**config.mk**
```make
export PLATFORM = sky130hd
export DESIGN_NAME = sas_apb
export DESIGN_NICKNAME = d
export VERILOG_FILES = /design/src/design/sas_pkg.sv /design/src/design/sas_apb.sv
export SDC_FILE = /design/constraint.sdc
export NUM_CORES = 1
export LEC_CHECK = 0
export BUFFER_PORTS_ARGS = -buffer_cell sky130_fd_sc_hd__clkbuf_2
export CORE_MARGIN = 2
export CORE_UTILIZATION = 32
export DETAILED_ROUTE_END_ITERATION = 16
export PLACE_DENSITY_LB_ADDON = 0.15
export REMOVE_ABC_BUFFERS = 1
export SYNTH_ARGS = -nofsm -noshare
export SYNTH_HDL_FRONTEND = slang
export SYNTH_SLANG_ARGS = --single-unit
export TNS_END_PERCENT = 20
```
**constraint.sdc**
```tcl
create_clock -name clk -period 0.9 [get_ports clk]
set_input_delay 0.045 -clock clk [delete_from_list [all_inputs] [get_ports clk]]
set_output_delay 0.045 -clock clk [all_outputs]
set_load 0.1 [all_outputs]
```
**src/design/sas_pkg.sv**
```systemverilog
// ----------------------------------------------------------------------------
// sas_pkg
// Shared constants, codes, types and helpers for the snapshot array store.
// ----------------------------------------------------------------------------
package sas_pkg;

  localparam int MAX_LENGTH    = 256;
  localparam int MAX_SNAPSHOTS = 16;

  localparam int DATA_W      = 32;
  localparam int LEN_W       = 9;                          // array_length register
  localparam int IDX_W       = $clog2(MAX_LENGTH);         // entry address
  localparam int SLOT_W      = $clog2(MAX_SNAPSHOTS);      // saved slot address
  localparam int LEN_CW      = $clog2(MAX_LENGTH + 1);     // copy counter, holds MAX_LENGTH
  localparam int SNAP_CW     = $clog2(MAX_SNAPSHOTS + 1);  // snapshots taken, holds MAX
  localparam int SAVED_DEPTH = MAX_SNAPSHOTS * MAX_LENGTH;
  localparam int SAVED_AW    = SLOT_W + IDX_W;

  // command codes
  localparam logic [1:0] CMD_SET  = 2'd0;
  localparam logic [1:0] CMD_SNAP = 2'd1;
  localparam logic [1:0] CMD_GET  = 2'd2;

  // status codes
  localparam logic [1:0] ST_OK      = 2'd0;
  localparam logic [1:0] ST_INVALID = 2'd1;
  localparam logic [1:0] ST_FULL    = 2'd2;

  // register map (word index)
  localparam logic REG_ARRAY_LENGTH = 1'b0;

  // working copy port
  typedef struct packed {
    logic              we;
    logic [IDX_W-1:0]  waddr;
    logic [DATA_W-1:0] wdata;
    logic              re;
    logic [IDX_W-1:0]  raddr;
  } wrk_port_t;

  // saved snapshot port
  typedef struct packed {
    logic                we;
    logic [SAVED_AW-1:0] waddr;
    logic [DATA_W-1:0]   wdata;
    logic                re;
    logic [SAVED_AW-1:0] raddr;
  } snp_port_t;

  function automatic logic index_ok(logic [7:0] idx, logic [LEN_W-1:0] len);
    return ({1'b0, idx} < len) && (int'(idx) < MAX_LENGTH);
  endfunction

endpackage

```
**src/design/sas_apb.sv**
```systemverilog
// ----------------------------------------------------------------------------
// sas_apb
// APB register slave holding array_length.
// ----------------------------------------------------------------------------
module sas_apb (
  input  logic                      clk,
  input  logic                      rst,
  input  logic                      psel,
  input  logic                      penable,
  input  logic                      pwrite,
  input  logic [2:0]                paddr,
  input  logic [31:0]               pwdata,
  output logic [31:0]               prdata,
  output logic                      pready,
  output logic [sas_pkg::LEN_W-1:0] array_length
);

  logic wr_hit;

  assign pready = 1'b1;
  assign wr_hit = psel && penable && pwrite && (paddr[2] == sas_pkg::REG_ARRAY_LENGTH);

  always_ff @(posedge clk) begin
    if (rst) begin
      array_length <= '0;
    end else if (wr_hit) begin
      array_length <= pwdata[sas_pkg::LEN_W-1:0];
    end
  end

  always_comb begin
    prdata = '0;
    if (paddr[2] == sas_pkg::REG_ARRAY_LENGTH) begin
      prdata = {{(32 - sas_pkg::LEN_W){1'b0}}, array_length};
    end
  end

endmodule

```
==> key figures, run 1 <==
Pwr
  – Leakage power: 0.559 nW
  – Peak VDD IR: 941 µV
  – Pwr dens: 1220 mW/mm²
  – Total power: 1.43 mW

Synthesis
  – Most frequent cell after synthesis: buf_4
  – Post-synth EDFFs: 0
  – Area contributors post-synth: dfxtp_1, buf_4, nand2b_1
  – Top FF cell, synth: dfxtp_1
  – Mapped cell area: 674 µm²
  – Yosys reg bits: 9
  – Post-synth top area share: 26.7%
  – Mean Syn Cell Area: 9.11 µm²
  – Seq/Total Area, Yosys: 26.7%
  – Async SR Flop Fraction: 0%
  – Synth warnings: 0
  – Cell taking the most area after synthesis: dfxtp_1
  – Distinct cells, synth: 9
  – Cells after synthesis: 74
  – Post-synth top cells: buf_4, nand2b_1, and2b_2, dfxtp_1, mux2i_1

Clock network
  – Max clock buf depth: 2
  – Clk slew on worst S/H paths: 0.06 ns
  – Clock sink total: 9
  – Clock Latency Late Sink: 0.26 ns
  – Clk root buf: clkbuf_4
  – H-tree depth: 1
  – CTS tree: yes
  – TritonCTS buffer count: 3

STA
  – Final setup viols: 13
  – Worst hold slack: 0.0132 ns
  – Setup Skew: 0 ns
  – Final period util: 111%
  – Final Max Tran Viols: 0
  – Max Clk Rate: 1000 MHz
  – Setup ws final: -0.0951 ns
  – Fin crit period: 0.995 ns
  – RSZ-0062 raised after global routing: true
  – Final hold violations: 0

Global routing
  – First-pass GRT wire length: 2060 µm
  – Global-route usage over all layers: 11.3%
  – Largest net degree at the start of global routing: 19
  – Vias in the first global route: 484
  – Initial antenna violation count: 0
  – Grt ovf: 0

Floorplanning
  – Die area: 0.00249 mm²
  – Die W: 49.9 µm
  – Core ar.: 0.00198 mm²
  – Core Rows: 16
  – Ports: 82
  – Die Y-Extent: 49.9 µm
  – Initial Utilization: 34.0%

Final layout
  – Post-route cell area: 0.00118 mm²
  – Area growth syn-to-layout: 74.4%
  – Largest regs: array_length x9
  – Largest register by flop count: array_length
  – Max FFs per register: 9
  – Non-Filler Instances: 145
  – Diode count: 0
  – Layout cells sized above 1: 55.1%
  – Net count reported at finish: 159

Critical path
  – Worst EP arrival: 0.95 ns
  – WP data required: 0.85 ns
  – Critical path class: reg -> out
  – CP Launch Type: register
  – CP Capture Type: output pin
  – Worst R2R Setup Slack: 0.22 ns
  – Critical-path maximum fanout: 2

Placed design
  – I/O Buffers: 32
  – Hpwl dp: 1110 µm
  – Area after DPL: 0.00112 mm²
  – Routability congestion estimate: 0.618
  – Placed cells: 141
  – Setup WS pre-CTS: 0.0696 ns

Hold path
  – Min-Delay Path Class: in -> reg

Route
  – Drt drc: 0
  – Per-cell routed wire length: 9.27 µm
  – Vias per cell: 3.79
  – Total number of vias: 550
  – Routed Antenna Nets: 0
  – DR iter-0 viols: 1
  – Routed WL: 1340 µm
  – DRT Pass-1 Iters: 2

Outcome
  – Failing checks: setup timing
  – Outcome: complete, but fails checks

Flow run
  – Max-cap viol count: 0
==> path summary, 6_finish.rpt <==
check	from	to	depth (start not counted)
worst max register to register	array_length[3]$_SDFFE_PP0P_	array_length[3]$_SDFFE_PP0P_	3
worst min register to register	array_length[8]$_SDFFE_PP0P_	array_length[8]$_SDFFE_PP0P_	3
worst max-delay path	array_length[4]$_SDFFE_PP0P_	prdata[4]	2
worst min-delay path	pwdata[0]	array_length[0]$_SDFFE_PP0P_	3
==> worst max-delay path, cell delays in order, from the launching register on <==
cell and delay, ns:
dfxtp_2 0.32, and2b_2 0.20, buf_12 0.16
==> area by class of cell <==
| type | count | area, µm² |
|---|---|---|
| fillers | 186 | 806 |
| multi-input cells | 61 | 382 |
| well taps | 27 | 33.8 |
| clock buffers | 4 | 26.3 |
| repair buffers | 44 | 543 |
| flip-flops and latches | 9 | 191 |
==> repair_timing <==
action	CTS	global route
setup buffers	0	0
endpoints found under the hold margin	0	0
hold buffers	0	0
gates resized for setup	3	12
endpoints found under the setup margin	18	18
==> where the power goes <==
part	leakage [nW]	switching [mW]	total, mW	internal [mW]
sequential	0.0772	0.00478	0.413	0.409
combinational	0.466	0.586	0.710	0.124
clock	0.0150	0.139	0.309	0.171
==> per-layer routing <==
metal  wire, µm  global-route usage (%)  up-vias  share of wire, %
met3        156                    4.85        0                12
met5          0                       0        -                 0
met2        702                    19.1       32                52
li1           -                       -      269                 -
met1        485                    11.9      249                36
met4          0                    5.56        0                 0
==> stage by stage <==
stage	TNS, ns	util (%)
2_1_floorplan	-10.0	-
3_3_place_gp	0	56.3
3_5_place_dp	0	56.3
4_1_cts	-1.19	57.8
5_1_grt	-1.40	59.3
6_report	-0.847	59.3
==> cells in the final DEF (no fill, tap or decap), drive strengths merged <==
master / count
conb: 24
and2b: 9
and4b: 1
clkbuf: 18
nand2b: 18
mux2i: 9
dfxtp: 9
buf: 30
==> cells by family after synthesis <==
logic type    after synthesis  share of synthesized area [%]
buf+inv                    26                           28.9
simple gates               28                           29.9
other cells                 2                           1.11
flops                       9                           26.7
mux                         9                           13.4
Power figures use the tool's default switching activity.
==> inputs of run 2 (changes only) <==
==> constraint.sdc (replaced) <==
create_clock -name clk -period 1 [get_ports clk]
set_input_delay 0.05 -clock clk [delete_from_list [all_inputs] [get_ports clk]]
set_output_delay 0.05 -clock clk [all_outputs]
set_load 0.1 [all_outputs]
==> key figures, run 2 (synthesis results as in run 1) <==
Pwr
  – Leakage power: 0.548 nW (-1.8%)
  – Pwr dens: 1130 mW/mm² (-7.1%)
  – Peak VDD IR: 732 µV (-22%)
  – Total power: 1.30 mW (-9.6%)

Final layout
  – Finished Core Util: 57.8% (-1.6 points)
  – Diode count: 0 (unchanged)
  – Post-route cell area: 0.00114 mm² (-2.7%)
  – Max FFs per register: 9 (unchanged)
  – Most frequent cells in the layout: conb_1, nand2b_1, buf_12
  – Largest register by flop count: array_length
  – Layout cells sized above 1: 53.8% (-1.2 points)
  – Net count reported at finish: 158 (-0.63%)
  – Area growth syn-to-layout: 69.8%
  – Largest regs: array_length x9
  – Commonest non-fill, non-tap cell in the layout: conb_1

Floorplanning
  – Core ar.: 0.00198 mm² (unchanged)
  – Die area: 0.00249 mm² (unchanged)
  – Die Y-Extent: 49.9 µm (unchanged)
  – Ports: 82 (unchanged)
  – Die W: 49.9 µm (unchanged)
  – Core Rows: 16 (unchanged)
  – Initial Utilization: 34.0% (unchanged)

STA
  – RSZ-0062 raised after global routing: true
  – Setup TNS: -0.00342 ns (+0.843 ns)
  – Final Max Tran Viols: 0 (unchanged)
  – Setup Skew: 0 ns (unchanged)
  – Fin crit period: 1.00 ns
  – Final hold violations: 0 (unchanged)
  – Final period util: 100%
  – Max Clk Rate: 997 MHz
  – Final setup viols: 1 (-12)
  – Setup ws final: -0.00342 ns (+0.0917 ns)

Route
  – Total number of vias: 537 (-2.4%)
  – DR iter-0 viols: 2 (+1)
  – Routed WL: 1320 µm (-1.8%)
  – Drt drc: 0 (unchanged)
  – Per-cell routed wire length: 9.17 µm (-1.1%)
  – Routed Antenna Nets: 0 (unchanged)
  – Vias per cell: 3.73 (-1.7%)
  – DRT Pass-1 Iters: 2 (unchanged)

Hold path
  – Min-Delay Path Class: in -> reg

Flow run
  – Max-cap viol count: 0 (unchanged)

Critical path
  – Worst EP arrival: 0.95 ns (about the same)
  – Worst R2R Setup Slack: 0.30 ns (+0.08 ns)
  – Critical-path maximum fanout: 2 (unchanged)
  – CP Launch Type: register
  – Critical path class: reg -> out
  – WP data required: 0.95 ns (+0.10 ns)
  – CP Capture Type: output pin

Clock network
  – Clock Latency Late Sink: 0.27 ns (about the same)
  – Clk slew on worst S/H paths: 0.06 ns (about the same)
  – H-tree depth: 1 (unchanged)
  – TritonCTS buffer count: 3 (unchanged)
  – Clock sink total: 9 (unchanged)
  – Clk root buf: clkbuf_4
  – Max clock buf depth: 2 (unchanged)
  – CTS tree: yes

Placed design
  – Area after DPL: 0.00105 mm² (-6.1%)
  – Setup WS pre-CTS: 0.123 ns (+0.0538 ns)
  – Routability congestion estimate: 0.615 (-0.52%)
  – Hpwl dp: 1010 µm (-9.0%)
  – I/O Buffers: 32 (unchanged)

Global routing
  – Grt ovf: 0 (unchanged)
  – Global-route usage over all layers: 12.0% (+0.76 points)
  – Initial antenna violation count: 0 (unchanged)
  – Largest net degree at the start of global routing: 19 (unchanged)
  – Vias in the first global route: 503 (+3.9%)
  – First-pass GRT wire length: 2150 µm (+4.0%)

Outcome
  – Outcome: complete, but fails checks
  – Failing checks: setup timing
==> run 2: per-layer routing <==
layer | track usage, % | vias to the layer above | wire, µm
met2 | 20.0 | 35 | 647
met4 | 6.94 | 0 | 29
li1 | - | 270 | -
met3 | 5.15 | 5 | 129
met5 | 0 | - | 0
met1 | 12.6 | 227 | 513
==> run 2: worst paths after layout <==
check | startpoint | end | cells after the start
worst min register to register | array_length[2]$_SDFFE_PP0P_ | array_length[2]$_SDFFE_PP0P_ | 3
worst min-delay path | pwdata[0] | array_length[0]$_SDFFE_PP0P_ | 3
worst max register to register | array_length[4]$_SDFFE_PP0P_ | array_length[4]$_SDFFE_PP0P_ | 3
worst max-delay path | array_length[6]$_SDFFE_PP0P_ | prdata[6] | 2
==> run 2: metrics by stage <==
stage                     cells  hold WS (ns)
after floorplan              70         0.205
after global placement      132         0.297
after detailed placement    132         0.302
after CTS                   144       0.00225
after global routing        144        0.0185
final                       144        0.0104
==> run 2: final cells by class <==
class / count / area, µm²
well taps: 27 / 33.8
multi-input cells: 61 / 382
flip-flops and latches: 9 / 190
clock buffers: 4 / 26.3
fillers: 187 / 837
repair buffers: 43 / 513
==> run 2: timing repair <==
item                                    CTS  global route
hold buffers                              0             0
pin swaps                                 0             0
setup buffers                             8             0
endpoints found under the hold margin     0             0
gates resized for setup                   8             0
endpoints found under the setup margin    9             9
cloned                                    0             0
==> run 2: critical path, cell delays in order (launching register included) <==
cell and delay, ns:
dfxtp_2 0.32, and2b_2 0.20, buf_12 0.16
==> run 2: power breakdown <==
part	internal [mW]	switching (mW)	total, mW
logic	0.107	0.527	0.634
clock network	0.154	0.137	0.291
registers	0.367	0.00345	0.371
total	0.629	0.667	1.30
