--- src/design/sas_pkg.sv ---
// ----------------------------------------------------------------------------
// sas_pkg
// Shared constants, codes, types and helpers for the snapshot array store.
// ----------------------------------------------------------------------------
package sas_pkg;

  localparam int MAX_LENGTH    = 256;
  localparam int MAX_SNAPSHOTS = 16;

  localparam int DATA_W      = 32;
  localparam int LEN_W       = 9;                          // array_length register
  localparam int IDX_W       = $clog2(MAX_LENGTH);         // entry address
  localparam int SLOT_W      = $clog2(MAX_SNAPSHOTS);      // saved slot address
  localparam int LEN_CW      = $clog2(MAX_LENGTH + 1);     // copy counter, holds MAX_LENGTH
  localparam int SNAP_CW     = $clog2(MAX_SNAPSHOTS + 1);  // snapshots taken, holds MAX
  localparam int SAVED_DEPTH = MAX_SNAPSHOTS * MAX_LENGTH;
  localparam int SAVED_AW    = SLOT_W + IDX_W;

  // command codes
  localparam logic [1:0] CMD_SET  = 2'd0;
  localparam logic [1:0] CMD_SNAP = 2'd1;
  localparam logic [1:0] CMD_GET  = 2'd2;

  // status codes
  localparam logic [1:0] ST_OK      = 2'd0;
  localparam logic [1:0] ST_INVALID = 2'd1;
  localparam logic [1:0] ST_FULL    = 2'd2;

  // register map (word index)
  localparam logic REG_ARRAY_LENGTH = 1'b0;

  // working copy port
  typedef struct packed {
    logic              we;
    logic [IDX_W-1:0]  waddr;
    logic [DATA_W-1:0] wdata;
    logic              re;
    logic [IDX_W-1:0]  raddr;
  } wrk_port_t;

  // saved snapshot port
  typedef struct packed {
    logic                we;
    logic [SAVED_AW-1:0] waddr;
    logic [DATA_W-1:0]   wdata;
    logic                re;
    logic [SAVED_AW-1:0] raddr;
  } snp_port_t;

  function automatic logic index_ok(logic [7:0] idx, logic [LEN_W-1:0] len);
    return ({1'b0, idx} < len) && (int'(idx) < MAX_LENGTH);
  endfunction

endpackage

--- src/design/sas_core.sv ---
// ----------------------------------------------------------------------------
// sas_core
// Command sequencer: set, get and snapshot copy over the two RAMs.
// ----------------------------------------------------------------------------
module sas_core (
  input  logic                       clk,
  input  logic                       rst,
  input  logic                       start,
  output logic                       busy,
  input  logic [1:0]                 cmd,
  input  logic [7:0]                 index,
  input  logic signed [31:0]         write_value,
  input  logic [3:0]                 snap_id,
  input  logic [sas_pkg::LEN_W-1:0]  array_length,
  output sas_pkg::wrk_port_t         wrk,
  input  logic [sas_pkg::DATA_W-1:0] wrk_rdata,
  output sas_pkg::snp_port_t         snp,
  input  logic [sas_pkg::DATA_W-1:0] snp_rdata,
  output logic                       done,
  output logic signed [31:0]         read_value,
  output logic [3:0]                 taken_snap_id,
  output logic [1:0]                 status
);

  typedef enum logic [2:0] {
    S_IDLE   = 3'b001,
    S_ACCESS = 3'b010,
    S_COPY   = 3'b100
  } state_t;

  state_t                        state;
  logic [sas_pkg::LEN_CW-1:0]    rd_cnt;
  logic                          pend;
  logic [sas_pkg::IDX_W-1:0]     pend_addr;
  logic [sas_pkg::SNAP_CW-1:0]   taken;
  logic [sas_pkg::MAX_LENGTH-1:0] wvalid;

  logic                          accept;
  logic                          idx_ok;
  logic                          get_ok;
  logic                          full;
  logic                          copy_last;
  logic [sas_pkg::SLOT_W-1:0]    slot;

  always_comb begin
    busy      = (state != S_IDLE);
    accept    = start && (state == S_IDLE);
    idx_ok    = sas_pkg::index_ok(index, array_length);
    get_ok    = (sas_pkg::SNAP_CW'(snap_id) < taken)
                && (int'(snap_id) < sas_pkg::MAX_SNAPSHOTS) && idx_ok;
    full      = (taken == sas_pkg::SNAP_CW'(sas_pkg::MAX_SNAPSHOTS));
    slot      = taken[sas_pkg::SLOT_W-1:0];
    copy_last = (state == S_COPY) && (rd_cnt == sas_pkg::LEN_CW'(sas_pkg::MAX_LENGTH));

    wrk.we    = accept && (cmd == sas_pkg::CMD_SET) && idx_ok;
    wrk.waddr = index[sas_pkg::IDX_W-1:0];
    wrk.wdata = write_value;
    wrk.re    = (state == S_COPY) && (rd_cnt < sas_pkg::LEN_CW'(sas_pkg::MAX_LENGTH));
    wrk.raddr = rd_cnt[sas_pkg::IDX_W-1:0];

    // never-set entries of the working copy read as zero
    snp.we    = pend;
    snp.waddr = {slot, pend_addr};
    snp.wdata = wvalid[pend_addr] ? wrk_rdata : '0;
    snp.re    = accept && (cmd == sas_pkg::CMD_GET) && get_ok;
    snp.raddr = {snap_id[sas_pkg::SLOT_W-1:0], index[sas_pkg::IDX_W-1:0]};
  end

  // control
  always_ff @(posedge clk) begin
    if (rst) begin
      state  <= S_IDLE;
      rd_cnt <= '0;
      pend   <= 1'b0;
      taken  <= '0;
      wvalid <= '0;
      done   <= 1'b0;
    end else begin
      done <= 1'b0;
      pend <= wrk.re;
      case (state)
        S_IDLE: begin
          if (start) begin
            case (cmd)
              sas_pkg::CMD_SET: begin
                if (idx_ok) begin
                  wvalid[index[sas_pkg::IDX_W-1:0]] <= 1'b1;
                end
                done <= 1'b1;
              end
              sas_pkg::CMD_SNAP: begin
                if (full) begin
                  done <= 1'b1;
                end else begin
                  state  <= S_COPY;
                  rd_cnt <= '0;
                end
              end
              sas_pkg::CMD_GET: begin
                if (get_ok) begin
                  state <= S_ACCESS;
                end else begin
                  done <= 1'b1;
                end
              end
              default: begin
                done <= 1'b1;
              end
            endcase
          end
        end
        S_ACCESS: begin
          done  <= 1'b1;
          state <= S_IDLE;
        end
        S_COPY: begin
          if (wrk.re) begin
            rd_cnt <= rd_cnt + 1'b1;
          end
          if (copy_last) begin
            done  <= 1'b1;
            taken <= taken + 1'b1;
            state <= S_IDLE;
          end
        end
        default: begin
          state <= S_IDLE;
        end
      endcase
    end
  end

  // payload
  always_ff @(posedge clk) begin
    pend_addr <= wrk.raddr;
    case (state)
      S_IDLE: begin
        if (start) begin
          read_value    <= (cmd == sas_pkg::CMD_GET) ? '1 : '0;
          taken_snap_id <= '0;
          case (cmd)
            sas_pkg::CMD_SET:  status <= idx_ok ? sas_pkg::ST_OK : sas_pkg::ST_INVALID;
            sas_pkg::CMD_SNAP: status <= full ? sas_pkg::ST_FULL : sas_pkg::ST_OK;
            default:           status <= sas_pkg::ST_INVALID;
          endcase
        end
      end
      S_ACCESS: begin
        read_value    <= snp_rdata;
        taken_snap_id <= '0;
        status        <= sas_pkg::ST_OK;
      end
      S_COPY: begin
        if (copy_last) begin
          read_value    <= '0;
          taken_snap_id <= 4'(slot);
          status        <= sas_pkg::ST_OK;
        end
      end
      default: begin
      end
    endcase
  end

  // saved RAM is never written and read in the same cycle
  a_snp_no_overlap: assert property (@(posedge clk) disable iff (rst)
    !(snp.we && snp.re))
    else $error("saved RAM read during copy");

  // a valid get is accepted, passes through S_ACCESS and then raises done
  a_get_latency: assert property (@(posedge clk) disable iff (rst)
    snp.re |=> (state == S_ACCESS) ##1 done)
    else $error("get result late");

  // snapshot count never passes the slot count
  a_taken_bound: assert property (@(posedge clk) disable iff (rst)
    taken <= sas_pkg::SNAP_CW'(sas_pkg::MAX_SNAPSHOTS))
    else $error("snapshot count overflow");

  // end of a copy gives an ok result with the slot just filled
  a_copy_result: assert property (@(posedge clk) disable iff (rst)
    copy_last |=> done && (status == sas_pkg::ST_OK)
                  && (taken_snap_id == 4'($past(slot))))
    else $error("snapshot result wrong");

endmodule

--- config.mk ---
export PLATFORM = sky130hd
export DESIGN_NAME = sas_core
export DESIGN_NICKNAME = d
export VERILOG_FILES = /design/src/design/sas_pkg.sv /design/src/design/sas_core.sv
export SDC_FILE = /design/constraint.sdc
export NUM_CORES = 1
export LEC_CHECK = 0
export BUFFER_PORTS_ARGS = -buffer_cell sky130_fd_sc_hd__buf_2
export CAP_MARGIN = 20
export CORE_MARGIN = 2
export CORE_UTILIZATION = 55
export CTS_CLUSTER_SIZE = 14
export DETAILED_ROUTE_END_ITERATION = 7
export GPL_TIMING_DRIVEN = 1
export PLACE_DENSITY = 0.89
export SLEW_MARGIN = 25
export SYNTH_ARGS = -nofsm -noshare
export SYNTH_HDL_FRONTEND = slang
export SYNTH_SLANG_ARGS = --single-unit
--- constraint.sdc ---
create_clock -name clk -period 6.7 [get_ports clk]
set_input_delay 1.005 -clock clk [delete_from_list [all_inputs] [get_ports clk]]
set_output_delay 1.005 -clock clk [all_outputs]
set_load 0.01 [all_outputs]
==> impl_results.md, run 1 <==
- Status: completed
- Critical path type: flop to output pin
- Fmax: 189.8 MHz
- Initial DRC count: 1434
- Initial antenna violation count: 0
- IO Pins: 270
- Via-to-Cell Ratio: 6.057
- Cells resized by post-CTS repair: 0
- Yosys top cell area share: 39.46%
- WHS: 432.0 ps
- Internal reg-to-reg setup slack: 3890 ps
- Cells taking the most area after synthesis: dfxtp_1 39%, o22ai_1 11%, edfxtp_1 7.9%, inv_1 7.4%, mux4_2 6.6%
- CTS Buffer Depth: 3
- Root buffer cell: clkbuf_16
- Vias in the first global route: 11426
- Final Net Count: 1705
- Via Count: 11666
- Layout area overhead: 12.47%
- # setup viols final: 0
- Crit. path cell count: 8
- Port-buffer cells: 205
- Tmin final: 5268 ps
- Post-synth EDFFs: 38
- Die extent in y: 165.6 um
- Starting Density: 55.56%
- Max cap viols: 0
- Final hold vios: 0
- Largest net degree at the start of global routing: 99
- Initial DRT Pass Iterations: 5
- RePlAce Congestion: 0.8599
- Worst EP required: 5690 ps
- First-pass GRT wire length: 58870 um
- Core area: 25840 um2
- GRT Total Usage: 26.99%
- Post-Syn Nets: 1611
- Number of remaining DRC errors: 0
- Crit-path leading delay family: multiplexers
- Mapped Cells: 1472
- Depth of the most critical reg-to-reg path: 5
- Predominant post-synthesis flop cell: dfxtp_1
- Number of routed nets with antenna violations: 0
- Final Skew: 22.51 ps
- # diodes: 0
- CP peak stage delay: 800 ps
- Cell Area, Synth: 14360 um2
- Clock Latency Late Sink: 520 ps
- Layout cell share with drive strength beyond 1: 22.94%
- RSZ-0062 raised after global routing: no
- Yosys cell types: 62
- Synthesized flop and latch total: 321
- Die Area: 27410 um2
- Final Core Density: 62.49%
- WP data arrival: 4260 ps
- Worst Hold Depth: 0
- Htree depth: 2
- Max VDD drop: 0.2437 mV
- Post-synthesis cell type with the largest combined area: dfxtp_1
- Slew @ Worst Pin: 1032 ps
- Leak: 0.005970 uW
- Async SR Flop Fraction: 0%
- CTS sink count: 321
- TritonCTS Buffers: 34
- WP buf/inv: 2
- Final setup TNS: 0 ps
- PD cells: 267.2 nW/um2
- Most frequent cells in the layout: 282 x inv_1, 281 x dfxtp_1, 259 x o22ai_1
- Gr ovfl total: 0
- Wire length per cell: 19.78 um
- Slowest cell on the critical path: dfxtp_2
- Die Wd: 165.6 um
- Dpl hpwl: 23830 um
- Post-CTS Hold Fix Bufs: 0
- CTS tree: built
- CP max FO: 37
- Startpoint types: flop
- Final WL: 38090 um
- Cell row count: 59
- CP Cell Sequence: buf_4 > mux4_1 > a2111oi_0 > or4_1 > nand4b_1 > mux2i_4 > and2_4 > buf_2
- Mean Syn Cell Area: 9.753 um2
- Ys Warns: 0
- Final period util: 78.62%
- CP endpoint kind: output pin
- Max-slew headroom: 30.66%
- Max-slew violation count: 0
- Post-CTS Setup Repair Bufs: 0
- Clock-pin slew on the worst setup and hold paths: 60 ps
- Most common cell after layout, fill and taps aside: inv_1
- Sequential element share of the synthesized area: 47.41%
- Hold crit path type: flop to flop
## per-layer routing
metal	share of wire (%)	wire length, um	GRT usage, %	vias to the layer above
met4	4.5	1706	13.79	0
met2	48	18290	44.13	713
li1	-	-	-	5273
met5	0	0	0	-
met3	9.8	3714	6.069	163
met1	38	14370	33.59	5517
## where the power goes
part / switching, uW / internal, uW
sequential: 33.9 / 2030
combinational: 228 / 134
clock: 764 / 1130
## registers in the layout (all words and copies together), names as in the netlist
signal / count
wvalid: 256
read_value: 32
rd_cnt: 9
pend_addr: 8
taken: 5
taken_snap_id: 4
state: 3
status: 2
done: 1
pend: 1
## final timing paths
path,startpoint,end
min,rd_cnt[0],pend_addr[0]
min reg2reg,rd_cnt[0],pend_addr[0]
max,pend_addr[2],snp[27]
max reg2reg,state[2],wvalid[197]
## cells by family after synthesis
kind of cell    count (synthesis)  synth area share [%]
mux                            92                 11.60
buf+inv                       444                 14.15
compound gates                359                 16.45
xor+xnor                        7                0.4271
simple gates                  232                 8.489
flops                         321                 47.41
fa+ha+maj                      17                 1.482
## final cells by class
class,count,area (um2)
clock buffer,51,975.9
sequential,321,6812
fill,1860,9691
timing repair buffer,220,1165
tap,335,419.2
clock inverter,10,130.1
inverter,282,1059
multi-input combinational,707,5587
## through the flow
step                      power [uW]  std cells  area (um2)  setup WS [ps]
after global routing            4435       1926       16150           1234
after floorplan                 2329       1472       14360           3177
final                           4314       1926       16150           1432
after detailed placement        2459       1865       15020           2124
after CTS                       4309       1926       16130           1448
after global placement          2435       1864       14990           2226
## synth_stat cells, drive strengths merged (10+ instances only)
master / number
dfxtp: 283
edfxtp: 38
inv: 282
o22ai: 260
ha: 17
nor2: 40
and2: 34
clkbuf: 58
nor3: 10
a21oi: 12
nand2: 91
mux2i: 29
a21o: 37
buf: 104
nand2b: 12
mux4: 54
Power figures use the tool's default switching activity.
==> inputs of run 2 (changes only) <==
--- a/config.mk
+++ b/config.mk
@@ -5,6 +5,7 @@
 export SDC_FILE = /design/constraint.sdc
 export NUM_CORES = 1
 export LEC_CHECK = 0
+export ABC_AREA = 1
 export BUFFER_PORTS_ARGS = -buffer_cell sky130_fd_sc_hd__buf_2
 export CAP_MARGIN = 20
 export CORE_MARGIN = 2
==> constraint.sdc (replaced) <==
create_clock -name clk -period 5.4 [get_ports clk]
set_input_delay 0.81 -clock clk [delete_from_list [all_inputs] [get_ports clk]]
set_output_delay 0.81 -clock clk [all_outputs]
set_load 0.01 [all_outputs]
==> impl_results.md, run 2 <==
- RSZ-0062 raised after global routing: no
- WP data arrival: 3980 ps
- Final non-filler cell total: 2628
- Final Core Density: 61.26%
- Htree depth: 2
- Final setup TNS: 0 ps
- # diodes: 0
- Final Net Count: 2364
- Post-synthesis simple-gate area fraction: 31.92%
- Cell Area, Synth: 15360 um2
- Number of remaining DRC errors: 0
- Worst EP required: 4590 ps
- Initial DRT Pass Iterations: 6
- Max FFs per register: 256
- Compound-Gate Fraction of Synth Area: 11.68%
- Die extent in y: 171.1 um
- Yosys cell types: 30
- Most flops, register: wvalid
- Clock Latency Late Sink: 520 ps
- # setup viols final: 0
- Sequential element share of the synthesized area: 44.30%
- Vias in the first global route: 13245
- Layout cell share with drive strength beyond 1: 14.13%
- RePlAce Congestion: 0.8360
- Post-synthesis cell type with the largest combined area: dfxtp_1
- Max VDD drop: 0.1843 mV
- IO Pins: 270
- Mux cell area share after synthesis: 0%
- Cell row count: 61
- Wire length per cell: 17.03 um
- Dpl hpwl: 25820 um
- PD cells: 343.9 nW/um2
- Cell mode on critical path: nand3_1
- Final hold vios: 0
- Async SR Flop Fraction: 0%
- Adder-cell share of the synthesized area: 1.384%
- Max cap viols: 0
- CP Cell Sequence: inv_4 > buf_4 > nand2_1 > nand3_1 > nand3_1 > nand3_1 > nand3_1 > nand2_1 > nand2_1 > nand3_2 > nand3_4 > a21oi_1 > buf_2
- Synth cell count leaders: 544 x nor2_1, 390 x nand2_1, 285 x a21oi_1
- Cells after DPL: 2566
- Placed instance area: 15760 um2
- Part of the power in the clock network: 40.4%
- Final period util: 88.68%
- Seq pwr share: 46.3%
- CP max FO: 68
- Clock-pin slew on the worst setup and hold paths: 60 ps
- Most frequent cell after synthesis: nor2_1
- Starting Density: 55.61%
- Hold crit path type: flop to flop
- Yosys top cell area share: 36.88%
- Via Count: 15135
- Post-Syn Nets: 2327
- Post-CTS Hold Fix Bufs: 0
- Via-to-Cell Ratio: 5.759
- Initial DRC count: 2702
- Initial antenna violation count: 0
- Largest net degree at the start of global routing: 209
- CTS sink count: 321
- Layout area overhead: 10.16%
- Critical path type: flop to output pin
- Tmin final: 4789 ps
- Mapped Cells: 2188
- Most common cell after layout, fill and taps aside: nor2_1
- Slowest cell on the critical path: inv_4
- Root buffer cell: clkbuf_16
- Post-CTS Setup Repair Bufs: 0
- Predominant post-synthesis flop cell: dfxtp_1
- Cells taking the most area after synthesis: dfxtp_1 37%, nor2_1 13%, nand2_1 9.5%, a21oi_1 9.3%, nand3_1 7.9%
- CP endpoint kind: output pin
- CTS tree: built
- Leak: 0.006787 uW
- CTS Buffer Depth: 3
- Startpoint types: flop
- Synth Area in XOR/XNOR: 0.1140%
- Max-slew violation count: 0
- GRT Total Usage: 28.68%
- Slew @ Worst Pin: 1116 ps
- Die Wd: 171.1 um
- Core area: 27630 um2
- CP peak stage delay: 640 ps
- Ys Warns: 0
- Port-buffer cells: 205
- Final Skew: 13.64 ps
- Sw power: 1572 uW
- Post-synth EDFFs: 38
- Design area: 16930 um2
- Final WL: 44760 um
- Status: completed
- Most frequent cells in the layout: 544 x nor2_1, 390 x nand2_1, 284 x a21oi_1
- Gr ovfl total: 0
- Max-slew headroom: 25.41%
- First-pass GRT wire length: 67450 um
- Comb power frac: 13.4%
- Mean Syn Cell Area: 7.022 um2
- Fmax: 208.8 MHz
- TritonCTS Buffers: 34
- Synthesized flop and latch total: 321
- Die Area: 29290 um2
- Largest family of logic cells by synthesized area: simple AND/OR/NAND/NOR gates
- Biggest registers after layout: wvalid x256, read_value x32, rd_cnt x9
- Int Pwr: 4249 uW
- Cells resized by post-CTS repair: 0
- Switching Fraction: 27.00%
- Number of routed nets with antenna violations: 0
- WHS: 392.5 ps
==> run 2: changes by cell type in the layout (fill, tap and decap cells not counted), moves of 28 or more <==
cell     delta
a21oi_1   +272
inv_1     -190
and2_4     -30
nor2_1    +504
mux4_2     -42
a21oi_2    +30
nand2_1   +299
o22ai_1   -259
mux2i_1    -28
nand3_1   +239
a21o_1     -37
==> run 2: cells by family (layout without fill, tap and decap cells) <==
kind of cell,Yosys count,count (layout)
XOR/XNOR,2,2
buffers and inverters,313,375
adder cells (fa/ha/maj),17,17
flip-flops,321,321
AND/OR/NAND/NOR,1201,1201
AO/OA/AOI/OAI,334,334
==> run 2: area by class of cell <==
cell class | instances | area, um2
Clock buffer | 55 | 1104
Clock inverter | 6 | 33.78
Fill cell | 2263 | 10700
Inverter | 94 | 356.6
Multi-Input combinational cell | 1554 | 6949
Sequential cell | 321 | 6812
Tap cell | 378 | 473.0
Timing Repair Buffer | 220 | 1197
==> run 2: path summary, 6_finish.rpt <==
kind | from | end | slack [ps] | depth (start not counted)
worst min-delay path | rd_cnt[1] | pend_addr[1] | 390 | 0
worst max register to register | rd_cnt[0] | read_value[31] | 2500 | 9
worst min register to register | rd_cnt[1] | pend_addr[1] | 390 | 0
worst max-delay path | pend_addr[0] | snp[13] | 610 | 13
==> run 2: routing by layer <==
metal	vias up	part of all wire (%)	GRT usage [%]
met3	180	11	5.760
met2	977	46	44.74
met1	6914	38	37.54
met4	0	4.8	15.25
met5	-	0	0
li1	7064	-	-
==> run 2: stage by stage <==
stage               total power (uW)  setup slack (ps)
floorplan                       3220              1857
global placement                3461              1311
detailed placement              3503              1224
CTS                             5802             668.0
global route                    5986             367.4
finish                          5821             611.3
==> run 2: worst max-delay path: cells and delay by family (launching register included) <==
kind            cells  cell delay (ps)
simple gates        9             1400
buf+inv             3             1180
flops               1              520
compound gates      1              290
==> run 2: power groups by stage <==
stage          Sequential (uW)  Combinational [uW]  Clock [uW]
2_1_floorplan             2820                 395           0
3_3_place_gp              2740                 722           0
3_5_place_dp              2740                 760           0
4_1_cts                   2690                 764        2350
5_1_grt                   2710                 834        2450
6_report                  2690                 778        2350
